**src/hw/rtl/psa_pkg.sv**
```systemverilog
// Shared types, constants and exp tables for the placement swap annealer.
// No dependencies.
`default_nettype none
package psa_pkg;
    localparam int GateCount = 64;
    localparam int NetDepth  = 128;
    localparam int GW = $clog2(GateCount);
    localparam int NW = $clog2(NetDepth);

    localparam logic [1:0] KIND_NET  = 2'd0;
    localparam logic [1:0] KIND_POS  = 2'd1;
    localparam logic [1:0] KIND_SWAP = 2'd2;

    localparam logic [0:0] REG_GREEDY = 1'b0;
    localparam logic [0:0] REG_NETS   = 1'b1;

    typedef enum logic [3:0] {
        ST_IDLE, ST_SUM1, ST_SWAPA, ST_SWAPB, ST_SUM2, ST_DIV, ST_EXP1, ST_EXP2,
        ST_DECIDE, ST_UNDOA, ST_UNDOB, ST_OUT
    } psa_state_t;

    typedef struct packed {
        logic start_sum;
        logic sum_second;
        logic swap_rd;
        logic swap_wr;
        logic div_start;
        logic exp1;
        logic exp2;
        logic decide;
    } psa_cmd_t;

    typedef struct packed {
        logic sum_done;
        logic div_done;
        logic keep;
        logic worse;
    } psa_sts_t;

    function automatic logic [16:0] int_tab(input logic [3:0] i);
        case (i)
            4'd0: int_tab = 17'd65536;  4'd1: int_tab = 17'd24109;
            4'd2: int_tab = 17'd8869;   4'd3: int_tab = 17'd3263;
            4'd4: int_tab = 17'd1200;   4'd5: int_tab = 17'd442;
            4'd6: int_tab = 17'd162;    4'd7: int_tab = 17'd60;
            4'd8: int_tab = 17'd22;     4'd9: int_tab = 17'd8;
            4'd10: int_tab = 17'd3;     4'd11: int_tab = 17'd1;
            default: int_tab = 17'd0;
        endcase
    endfunction

    function automatic logic [16:0] hi_tab(input logic [3:0] h);
        case (h)
            4'd0: hi_tab = 17'd65536;  4'd1: hi_tab = 17'd61565;
            4'd2: hi_tab = 17'd57835;  4'd3: hi_tab = 17'd54331;
            4'd4: hi_tab = 17'd51039;  4'd5: hi_tab = 17'd47947;
            4'd6: hi_tab = 17'd45042;  4'd7: hi_tab = 17'd42313;
            4'd8: hi_tab = 17'd39750;  4'd9: hi_tab = 17'd37341;
            4'd10: hi_tab = 17'd35079; 4'd11: hi_tab = 17'd32953;
            4'd12: hi_tab = 17'd30957; 4'd13: hi_tab = 17'd29081;
            4'd14: hi_tab = 17'd27319; default: hi_tab = 17'd25664;
        endcase
    endfunction

    function automatic logic [16:0] lo_tab(input logic [3:0] l);
        case (l)
            4'd0: lo_tab = 17'd65536;  4'd1: lo_tab = 17'd65280;
            4'd2: lo_tab = 17'd65026;  4'd3: lo_tab = 17'd64772;
            4'd4: lo_tab = 17'd64520;  4'd5: lo_tab = 17'd64268;
            4'd6: lo_tab = 17'd64018;  4'd7: lo_tab = 17'd63768;
            4'd8: lo_tab = 17'd63520;  4'd9: lo_tab = 17'd63272;
            4'd10: lo_tab = 17'd63025; 4'd11: lo_tab = 17'd62780;
            4'd12: lo_tab = 17'd62535; 4'd13: lo_tab = 17'd62291;
            4'd14: lo_tab = 17'd62048; default: lo_tab = 17'd61806;
        endcase
    endfunction
endpackage
`default_nettype wire

```
**src/hw/rtl/placement_swap_annealer_top.sv**
```systemverilog
// Placement swap annealer: one linear-placement annealing step per proposal.
// Input channel in_valid/in_stall carries load-net, load-position and
// proposal words; output channel out_valid/out_stall carries one result word
// per proposal. Loads give no result.
// A proposal walks the first nets_in_use nets twice, each net as net read,
// two position reads and accumulate, then runs a restoring divider with a
// 23-bit quotient and two table multiplies when the swap worsens the length.
// One proposal is in flight at once; in_stall stays high from acceptance
// until its result is taken.
// Reset clears the controller and the config registers; the net store and
// position table hold garbage until loaded. A stalled result holds its value.
// Config: cfg_we/cfg_index/cfg_data; write only while idle (not enforced).
`default_nettype none
module placement_swap_annealer_top (
    input  wire logic        clk,
    input  wire logic        rst_n,
    input  wire logic        cfg_we,
    input  wire logic        cfg_index,
    input  wire logic [7:0]  cfg_data,
    input  wire logic        in_valid,
    output logic             in_stall,
    input  wire logic [1:0]  kind,
    input  wire logic [6:0]  slot,
    input  wire logic [5:0]  source_gate,
    input  wire logic [5:0]  sink_gate,
    input  wire logic [5:0]  place_value,
    input  wire logic [5:0]  swap_first,
    input  wire logic [5:0]  swap_second,
    input  wire logic [7:0]  temperature,
    input  wire logic [15:0] dice,
    output logic             out_valid,
    input  wire logic        out_stall,
    output logic             accepted,
    output logic [12:0]      length_before,
    output logic [12:0]      length_now
);
    import psa_pkg::*;

    logic       greedy_reg;
    logic [7:0] nets_reg;
    logic       busy;
    logic       acc_in;
    psa_cmd_t   cmd;
    psa_sts_t   sts;

    always_ff @(posedge clk or negedge rst_n)
    begin
        if (!rst_n)
        begin
            greedy_reg <= 1'b0;
            nets_reg <= '0;
        end
        else if (cfg_we)
        begin
            if (cfg_index == REG_GREEDY)
                greedy_reg <= cfg_data[0];
            else
                nets_reg <= cfg_data;
        end
    end

    assign in_stall = busy;
    assign acc_in = in_valid && !busy;

    psa_ctrl u_ctrl (
        .clk(clk), .rst_n(rst_n),
        .go(acc_in && kind == KIND_SWAP),
        .out_taken(!out_stall),
        .sts(sts), .cmd(cmd), .busy(busy), .out_valid(out_valid)
    );

    psa_datapath u_dp (
        .clk(clk), .rst_n(rst_n),
        .load_net(acc_in && kind == KIND_NET),
        .load_pos(acc_in && kind == KIND_POS),
        .take_prop(acc_in && kind == KIND_SWAP),
        .slot(slot), .source_gate(source_gate), .sink_gate(sink_gate),
        .place_value(place_value), .swap_first(swap_first),
        .swap_second(swap_second), .temperature(temperature), .dice(dice),
        .greedy_mode(greedy_reg), .nets_in_use(nets_reg),
        .cmd(cmd), .sts(sts), .accepted(accepted),
        .length_before(length_before), .length_now(length_now)
    );

    a_no_accept_busy: assert property (@(posedge clk) disable iff (!rst_n)
        out_valid |-> in_stall) else $error("input taken while result pending");
    a_out_hold: assert property (@(posedge clk) disable iff (!rst_n)
        out_valid && out_stall |=> out_valid && $stable(length_now))
        else $error("stalled result changed");
    a_len_order: assert property (@(posedge clk) disable iff (!rst_n)
        out_valid && !accepted |-> length_now == length_before)
        else $error("rejected swap changed length");
endmodule
`default_nettype wire

```
**src/hw/rtl/psa_ctrl.sv**
```systemverilog
// Controller state machine for the placement swap annealer.
// Depends on psa_pkg.
`default_nettype none
module psa_ctrl (
    input  wire logic           clk,
    input  wire logic           rst_n,
    input  wire logic           go,
    input  wire logic           out_taken,
    input  wire psa_pkg::psa_sts_t sts,
    output psa_pkg::psa_cmd_t   cmd,
    output logic                busy,
    output logic                out_valid
);
    import psa_pkg::*;

    psa_state_t state_reg, state_next;

    always_ff @(posedge clk or negedge rst_n)
    begin
        if (!rst_n)
            state_reg <= ST_IDLE;
        else
            state_reg <= state_next;
    end

    always_comb
    begin
        state_next = state_reg;
        cmd = '0;
        busy = 1'b1;
        out_valid = 1'b0;
        case (state_reg)
            ST_IDLE:
            begin
                busy = 1'b0;
                if (go)
                begin
                    cmd.start_sum = 1'b1;
                    state_next = ST_SUM1;
                end
            end
            ST_SUM1:
                if (sts.sum_done)
                begin
                    cmd.swap_rd = 1'b1;
                    state_next = ST_SWAPA;
                end
            ST_SWAPA:
                state_next = ST_SWAPB;
            ST_SWAPB:
            begin
                cmd.swap_wr = 1'b1;
                cmd.start_sum = 1'b1;
                cmd.sum_second = 1'b1;
                state_next = ST_SUM2;
            end
            ST_SUM2:
                if (sts.sum_done)
                begin
                    if (sts.worse)
                    begin
                        cmd.div_start = 1'b1;
                        state_next = ST_DIV;
                    end
                    else
                        state_next = ST_DECIDE;
                end
            ST_DIV:
                if (sts.div_done)
                    state_next = ST_EXP1;
            ST_EXP1:
            begin
                cmd.exp1 = 1'b1;
                state_next = ST_EXP2;
            end
            ST_EXP2:
            begin
                cmd.exp2 = 1'b1;
                state_next = ST_DECIDE;
            end
            ST_DECIDE:
            begin
                cmd.decide = 1'b1;
                if (sts.keep)
                    state_next = ST_OUT;
                else
                begin
                    cmd.swap_rd = 1'b1;
                    state_next = ST_UNDOA;
                end
            end
            ST_UNDOA:
                state_next = ST_UNDOB;
            ST_UNDOB:
            begin
                cmd.swap_wr = 1'b1;
                state_next = ST_OUT;
            end
            ST_OUT:
            begin
                out_valid = 1'b1;
                if (out_taken)
                    state_next = ST_IDLE;
            end
            default:
                state_next = ST_IDLE;
        endcase
    end
endmodule
`default_nettype wire

```
**src/hw/rtl/psa_datapath.sv**
```systemverilog
// Datapath: net store, position table, length accumulator, divider, exp.
// Depends on psa_pkg.
`default_nettype none
module psa_datapath (
    input  wire logic              clk,
    input  wire logic              rst_n,
    input  wire logic              load_net,
    input  wire logic              load_pos,
    input  wire logic              take_prop,
    input  wire logic [6:0]        slot,
    input  wire logic [5:0]        source_gate,
    input  wire logic [5:0]        sink_gate,
    input  wire logic [5:0]        place_value,
    input  wire logic [5:0]        swap_first,
    input  wire logic [5:0]        swap_second,
    input  wire logic [7:0]        temperature,
    input  wire logic [15:0]       dice,
    input  wire logic              greedy_mode,
    input  wire logic [7:0]        nets_in_use,
    input  wire psa_pkg::psa_cmd_t cmd,
    output psa_pkg::psa_sts_t      sts,
    output logic                   accepted,
    output logic [12:0]            length_before,
    output logic [12:0]            length_now
);
    import psa_pkg::*;

    logic [11:0] net_mem [NetDepth];
    logic [5:0]  pos_mem [GateCount];

    // net walk: phase 0 read net, phase 1 read source pos, phase 2 read sink pos
    logic [NW:0]   idx_reg;
    logic [1:0]    ph_reg;
    logic          sum_run_reg;
    logic [NW:0]   nlim;
    logic [11:0]   net_q_reg;
    logic [5:0]    pos_q_reg;
    logic [5:0]    a_reg;
    logic [13:0]   acc_reg;
    logic [13:0]   before_reg;
    logic [5:0]    ga_reg, gb_reg;
    logic [7:0]    temp_reg;
    logic [15:0]   dice_reg;
    logic          keep_reg;
    logic [5:0]    swa_reg, swb_reg;
    logic [5:0]    rd_addr;
    logic          rd_en;
    logic [5:0]    cur_pos;

    assign nlim = (nets_in_use > 8'(NetDepth)) ? (NW+1)'(NetDepth) : nets_in_use[NW:0];

    always_ff @(posedge clk)
    begin
        if (load_net)
            net_mem[slot[NW-1:0]] <= {source_gate, sink_gate};
        net_q_reg <= net_mem[idx_reg[NW-1:0]];
    end

    always_comb
    begin
        rd_en = 1'b0;
        rd_addr = net_q_reg[11:6];
        if (sum_run_reg && ph_reg == 2'd1)
        begin
            rd_en = 1'b1;
            rd_addr = net_q_reg[11:6];
        end
        else if (sum_run_reg && ph_reg == 2'd2)
        begin
            rd_en = 1'b1;
            rd_addr = net_q_reg[5:0];
        end
        else if (cmd.swap_rd)
        begin
            rd_en = 1'b1;
            rd_addr = ga_reg;
        end
    end

    logic swap_b_rd;
    logic swap_ok;
    assign swap_ok = (ga_reg < 6'(GateCount - 1) + 6'd1 || GateCount == 64) &&
                     (gb_reg < 6'(GateCount - 1) + 6'd1 || GateCount == 64);

    always_ff @(posedge clk)
    begin
        if (load_pos && slot < 7'(GateCount))
            pos_mem[slot[GW-1:0]] <= place_value;
        else if (cmd.swap_wr && swap_ok)
        begin
            pos_mem[ga_reg] <= swb_reg;
            pos_mem[gb_reg] <= swa_reg;
        end
        pos_q_reg <= pos_mem[swap_b_rd ? gb_reg : rd_addr];
        if (rd_en)
            swa_reg <= pos_mem[rd_addr];
        if (swap_b_rd)
            swb_reg <= pos_mem[gb_reg];
    end

    assign cur_pos = pos_q_reg;

    always_ff @(posedge clk or negedge rst_n)
    begin
        if (!rst_n)
            swap_b_rd <= 1'b0;
        else
            swap_b_rd <= cmd.swap_rd;
    end

    logic [5:0] diff;
    assign diff = (a_reg > cur_pos) ? a_reg - cur_pos : cur_pos - a_reg;

    always_ff @(posedge clk or negedge rst_n)
    begin
        if (!rst_n)
        begin
            sum_run_reg <= 1'b0;
            ph_reg <= '0;
            idx_reg <= '0;
        end
        else if (cmd.start_sum)
        begin
            sum_run_reg <= (nlim != '0);
            ph_reg <= '0;
            idx_reg <= '0;
        end
        else if (sum_run_reg)
        begin
            if (ph_reg == 2'd3)
            begin
                ph_reg <= '0;
                idx_reg <= idx_reg + 1'b1;
                if (idx_reg + 1'b1 == nlim)
                    sum_run_reg <= 1'b0;
            end
            else
                ph_reg <= ph_reg + 1'b1;
        end
    end

    always_ff @(posedge clk)
    begin
        if (cmd.start_sum)
            acc_reg <= '0;
        else if (sum_run_reg && ph_reg == 2'd2)
            a_reg <= cur_pos;
        else if (sum_run_reg && ph_reg == 2'd3)
            acc_reg <= acc_reg + 14'(diff);
        if (cmd.start_sum && !cmd.sum_second)
            ; // nothing
        if (cmd.swap_rd && !cmd.decide)
            before_reg <= acc_reg;
        if (take_prop)
        begin
            ga_reg <= swap_first;
            gb_reg <= swap_second;
            temp_reg <= temperature;
            dice_reg <= dice;
        end
    end

    // every 6-bit gate number has a position entry (table is full width here)
    assign sts.sum_done = !sum_run_reg && !cmd.start_sum;
    assign sts.worse = acc_reg > before_reg;

    // restoring divider: delta*512 / temp, 23 bit quotient
    logic [22:0] q_reg;
    logic [8:0]  rem_reg;
    logic [22:0] dvd_reg;
    logic [4:0]  dcnt_reg;
    logic        drun_reg;
    logic [8:0]  rtry;
    assign rtry = {rem_reg[7:0], dvd_reg[22]};

    always_ff @(posedge clk or negedge rst_n)
    begin
        if (!rst_n)
        begin
            drun_reg <= 1'b0;
            dcnt_reg <= '0;
        end
        else if (cmd.div_start)
        begin
            drun_reg <= (temp_reg != 8'd0) && !greedy_mode;
            dcnt_reg <= '0;
        end
        else if (drun_reg)
        begin
            dcnt_reg <= dcnt_reg + 1'b1;
            if (dcnt_reg == 5'd22)
                drun_reg <= 1'b0;
        end
    end

    always_ff @(posedge clk)
    begin
        if (cmd.div_start)
        begin
            dvd_reg <= {acc_reg - before_reg, 9'd0};
            rem_reg <= '0;
            q_reg <= '0;
        end
        else if (drun_reg)
        begin
            dvd_reg <= {dvd_reg[21:0], 1'b0};
            if (rtry >= {1'b0, temp_reg})
            begin
                rem_reg <= rtry - {1'b0, temp_reg};
                q_reg <= {q_reg[21:0], 1'b1};
            end
            else
            begin
                rem_reg <= rtry;
                q_reg <= {q_reg[21:0], 1'b0};
            end
        end
    end
    assign sts.div_done = !drun_reg && !cmd.div_start;

    logic [15:0] r;
    logic [16:0] p_reg;
    logic [33:0] prod;
    logic        zero_p;
    assign r = (q_reg > 23'd65535) ? 16'hFFFF : q_reg[15:0];
    assign zero_p = (r[15:8] >= 8'd12) || greedy_mode || temp_reg == 8'd0;
    assign prod = cmd.exp1 ? int_tab(r[11:8]) * hi_tab(r[7:4])
                           : p_reg * lo_tab(r[3:0]);

    always_ff @(posedge clk)
    begin
        if (cmd.exp1 || cmd.exp2)
            p_reg <= zero_p ? 17'd0 : 17'((prod + 34'd32768) >> 16);
    end

    always_ff @(posedge clk or negedge rst_n)
    begin
        if (!rst_n)
            keep_reg <= 1'b0;
        else if (cmd.decide)
            keep_reg <= sts.keep;
    end
    // greedy mode and zero temperature reject a worsening swap even at dice 0
    assign sts.keep = !sts.worse ||
                      (!greedy_mode && temp_reg != 8'd0 && {1'b0, dice_reg} <= p_reg);

    assign accepted = keep_reg;
    assign length_before = (before_reg > 14'd8191) ? 13'h1FFF : before_reg[12:0];
    assign length_now = keep_reg ? ((acc_reg > 14'd8191) ? 13'h1FFF : acc_reg[12:0])
                                 : length_before;
endmodule
`default_nettype wire
```
**config.mk**
```make
export PLATFORM = sky130hd
export DESIGN_NAME = placement_swap_annealer_top
export DESIGN_NICKNAME = d
export VERILOG_FILES = /design/src/hw/rtl/psa_pkg.sv /design/src/hw/rtl/placement_swap_annealer_top.sv /design/src/hw/rtl/psa_ctrl.sv /design/src/hw/rtl/psa_datapath.sv
export SDC_FILE = /design/constraint.sdc
export NUM_CORES = 2
export LEC_CHECK = 0
export BUFFER_PORTS_ARGS = -buffer_cell sky130_fd_sc_hd__buf_2
export CAP_MARGIN = 20
export CORE_AREA = 10 10 811 573
export DETAILED_ROUTE_END_ITERATION = 6
export DIE_AREA = 0 0 821 583
export PLACE_DENSITY = 0.34
export RECOVER_POWER = 50
export SLEW_MARGIN = 20
export SYNTH_ARGS = -nofsm -noshare
export SYNTH_HDL_FRONTEND = slang
export SYNTH_SLANG_ARGS = --single-unit
```
**constraint.sdc**
```tcl
create_clock -name clk -period 26.7 [get_ports clk]
set_input_delay 4.005 -clock clk [delete_from_list [all_inputs] [get_ports clk]]
set_output_delay 4.005 -clock clk [all_outputs]
set_load 0.01 [all_outputs]
```
==> results.cfg <==
[clock_tree]
clock-root-buffer = clkbuf_16
cts_setup_buffers = 0
clk_latency_ns = 0.93
cts.reportedPaths.clkPinSlew_ns = 0.06
clk_path_buf_depth = 4
hold_buffers = 0
numCtsBuffers = 236
cts_tree = done
cts_sinks = 2114
ctsResizeCount = 0
cts-htree-levels = 4

[sta]
hold_violations = 0
hold_ws_ns = 0.450
fin_crit_sh_pct = 40.6
setup_ws_ns = 15.86
post-route-min-period_ns = 10.84
max_freq_ghz = 0.0923
tns_ns = 0
drv_slew = 2224
rsz0062_at_grt = false
slew_headroom_pct = -194
tightestPinTransition_ns = 4.41
setup_violations = 0
skew_ns = 0.0948

[worst_hold_path]
hold_class = reg2reg

[finish]
fill_cells = 45521
final_cell_mix = edfxtp_1, nand2_1, nor2_1
utilization_pct = 28.4
largest_reg_flops = 1536
drive_above_1_share_pct = 14.3
fin_nets = 9494
layout_commonest_cell = edfxtp_1
syn2layout_area_growth_pct = 13.8
finalNonFillerCells = 14938

[critical_path]
cp_slowest_cell = ha_1
slowest_delay_ns = 0.93
critPathLaunchType = flop
crit_path_end_kind = flop
required_ns = 27.26
critPathKind = reg2reg
critical_path.most_common_cell = fa_1
crit_path_max_fanout = 26
arrival_ns = 11.40

[placed_design]
gp_congestion = 0.854
io_buffers = 105
place_inst = 14489
dp_slack_ns = 15.89
dp_hpwl_mm = 279

[drt]
drt_wl_total_mm = 417
via_per_inst = 4.95
drt_iter0_markers = 8741
vias = 73948
avgRoutedWirePerCell_um = 27.9
drtPass1Iterations = 6
drcViolationCount = 0
ant_nets = 0

[die]
design.die.area_um2 = 479000
fp-row-count = 206
fp.dieH_um = 583
io_pins = 106
start_util_pct = 25.0
die_w_um = 821
core-area_um2 = 449000

[flow_run]
cap_viol_max_count = 46

[synthesis]
synth-seq-cells = 2114
avgSynthCellArea_um2 = 12.9
synth-main-ff-cell = edfxtp_1
synth_async_sr_flop_share_pct = 1.51
yosys-top-cells-area = edfxtp_1, mux4_2, fa_1
synth_top_area_share_pct = 54.1
synth_fp_nets = 9450
syn_inst = 8654
synth_area_um2 = 112000
synth-warning-count = 0
synth_top_area_cell = edfxtp_1
synth_edf_count = 2019
seq_area_frac_synth_pct = 56.0
yosysUniqueCellTypes = 82

[global_route]
grt_max_degree = 126
grt_usage_pct = 16.9
grt_overflow = 0
grt_pass1_wl_mm = 584
first_global_vias = 73095
antenna_found_initial = 50

[power]
powerDensity_nw_per_um2 = 122
vdd_drop_max_mv = 0.243
leakage_nw = 44.3

[status]
failed_checks = max-capacitance violations, max-slew violations
status = finished with violations
-- per-layer routing --
layer	vias to the layer above	part of all wire [%]	GRT usage (%)
li1	31832	-	-
met1	38533	49	26.3
met4	6	2.5	4.20
met3	567	7.0	2.82
met5	-	0.0089	0
met2	3010	42	24.1
-- cell usage after synthesis (43+ instances only) --
library cell  instances
o21ai_0             155
fa_1                396
xor2_1               43
dfxtp_1              63
edfxtp_1           2019
inv_1               635
a31oi_1              72
nand2_1            1065
xnor2_1              57
nor3_1               47
mux4_2              504
nand4_1             159
a22oi_1             230
mux2i_1             135
a21o_1               49
a21oi_1             498
buf_1                71
ha_1                323
and2_1               47
nand3_1             278
clkbuf_1            466
nor2_1              876
-- kinds of logic after synthesis --
logic type,after synthesis,share of synthesized area [%]
buffers and inverters,1206,4.10
xor gates and xnor gates,100,0.782
adders and majority gates,719,10.7
DFF,2114,56.0
AOI/OAI and AO/OA,1201,6.65
and+or+nand+nor,2645,10.2
muxes,669,11.6
-- where the power goes --
| group | switching [mW] | leakage, nW | internal (mW) |
|---|---|---|---|
| Combinational | 5.46 | 21.7 | 2.98 |
| Clock | 1.40 | 3.52 | 1.75 |
| Sequential | 0.148 | 19.1 | 3.87 |
-- worst max-delay path, delay by kind of cell (launching register included) --
kind,cells,cell delay [ns]
AO/OA/AOI/OAI,9,3.01
XOR/XNOR,1,0.17
adder cells (fa/ha/maj),8,3.84
buffers and inverters,3,0.40
flip-flops,1,0.32
AND/OR/NAND/NOR,8,2.76
-- path summary, 6_finish.rpt --
kind	start	to	slack, ns	cells past startpoint
min in group asynchronous	rst_n	u_dp.dcnt_reg[4]	4.11	2
max in group asynchronous	rst_n	u_dp.idx_reg[2]	20.67	2
max	u_dp.q_reg[19]	u_dp.p_reg[16]	15.86	29
min reg2reg	u_dp.cur_pos[5]	u_dp.a_reg[5]	0.45	0
max reg2reg	u_dp.q_reg[19]	u_dp.p_reg[16]	15.86	29
min	u_dp.cur_pos[5]	u_dp.a_reg[5]	0.45	0
-- through the flow --
stage	instance area, µm²	power (mW)
after floorplan	112000	9.53
after detailed placement	120000	12.5
after global routing	127000	16.7
final	127000	15.6
after CTS	128000	15.7
after global placement	120000	12.5
-- layout make-up --
class	instances	area, µm²	share of cell area [%]
clock buffer	285	6250	4.90
tap	6032	7550	5.92
antenna	27	67.6	0.0530
sequential	2114	62700	49.2
inverter	636	2390	1.87
clock inverter	134	950	0.745
multi-input combinational	5334	45100	35.4
timing repair buffer	376	2440	1.92
No activity file was read; power rests on OpenSTA's default activity.
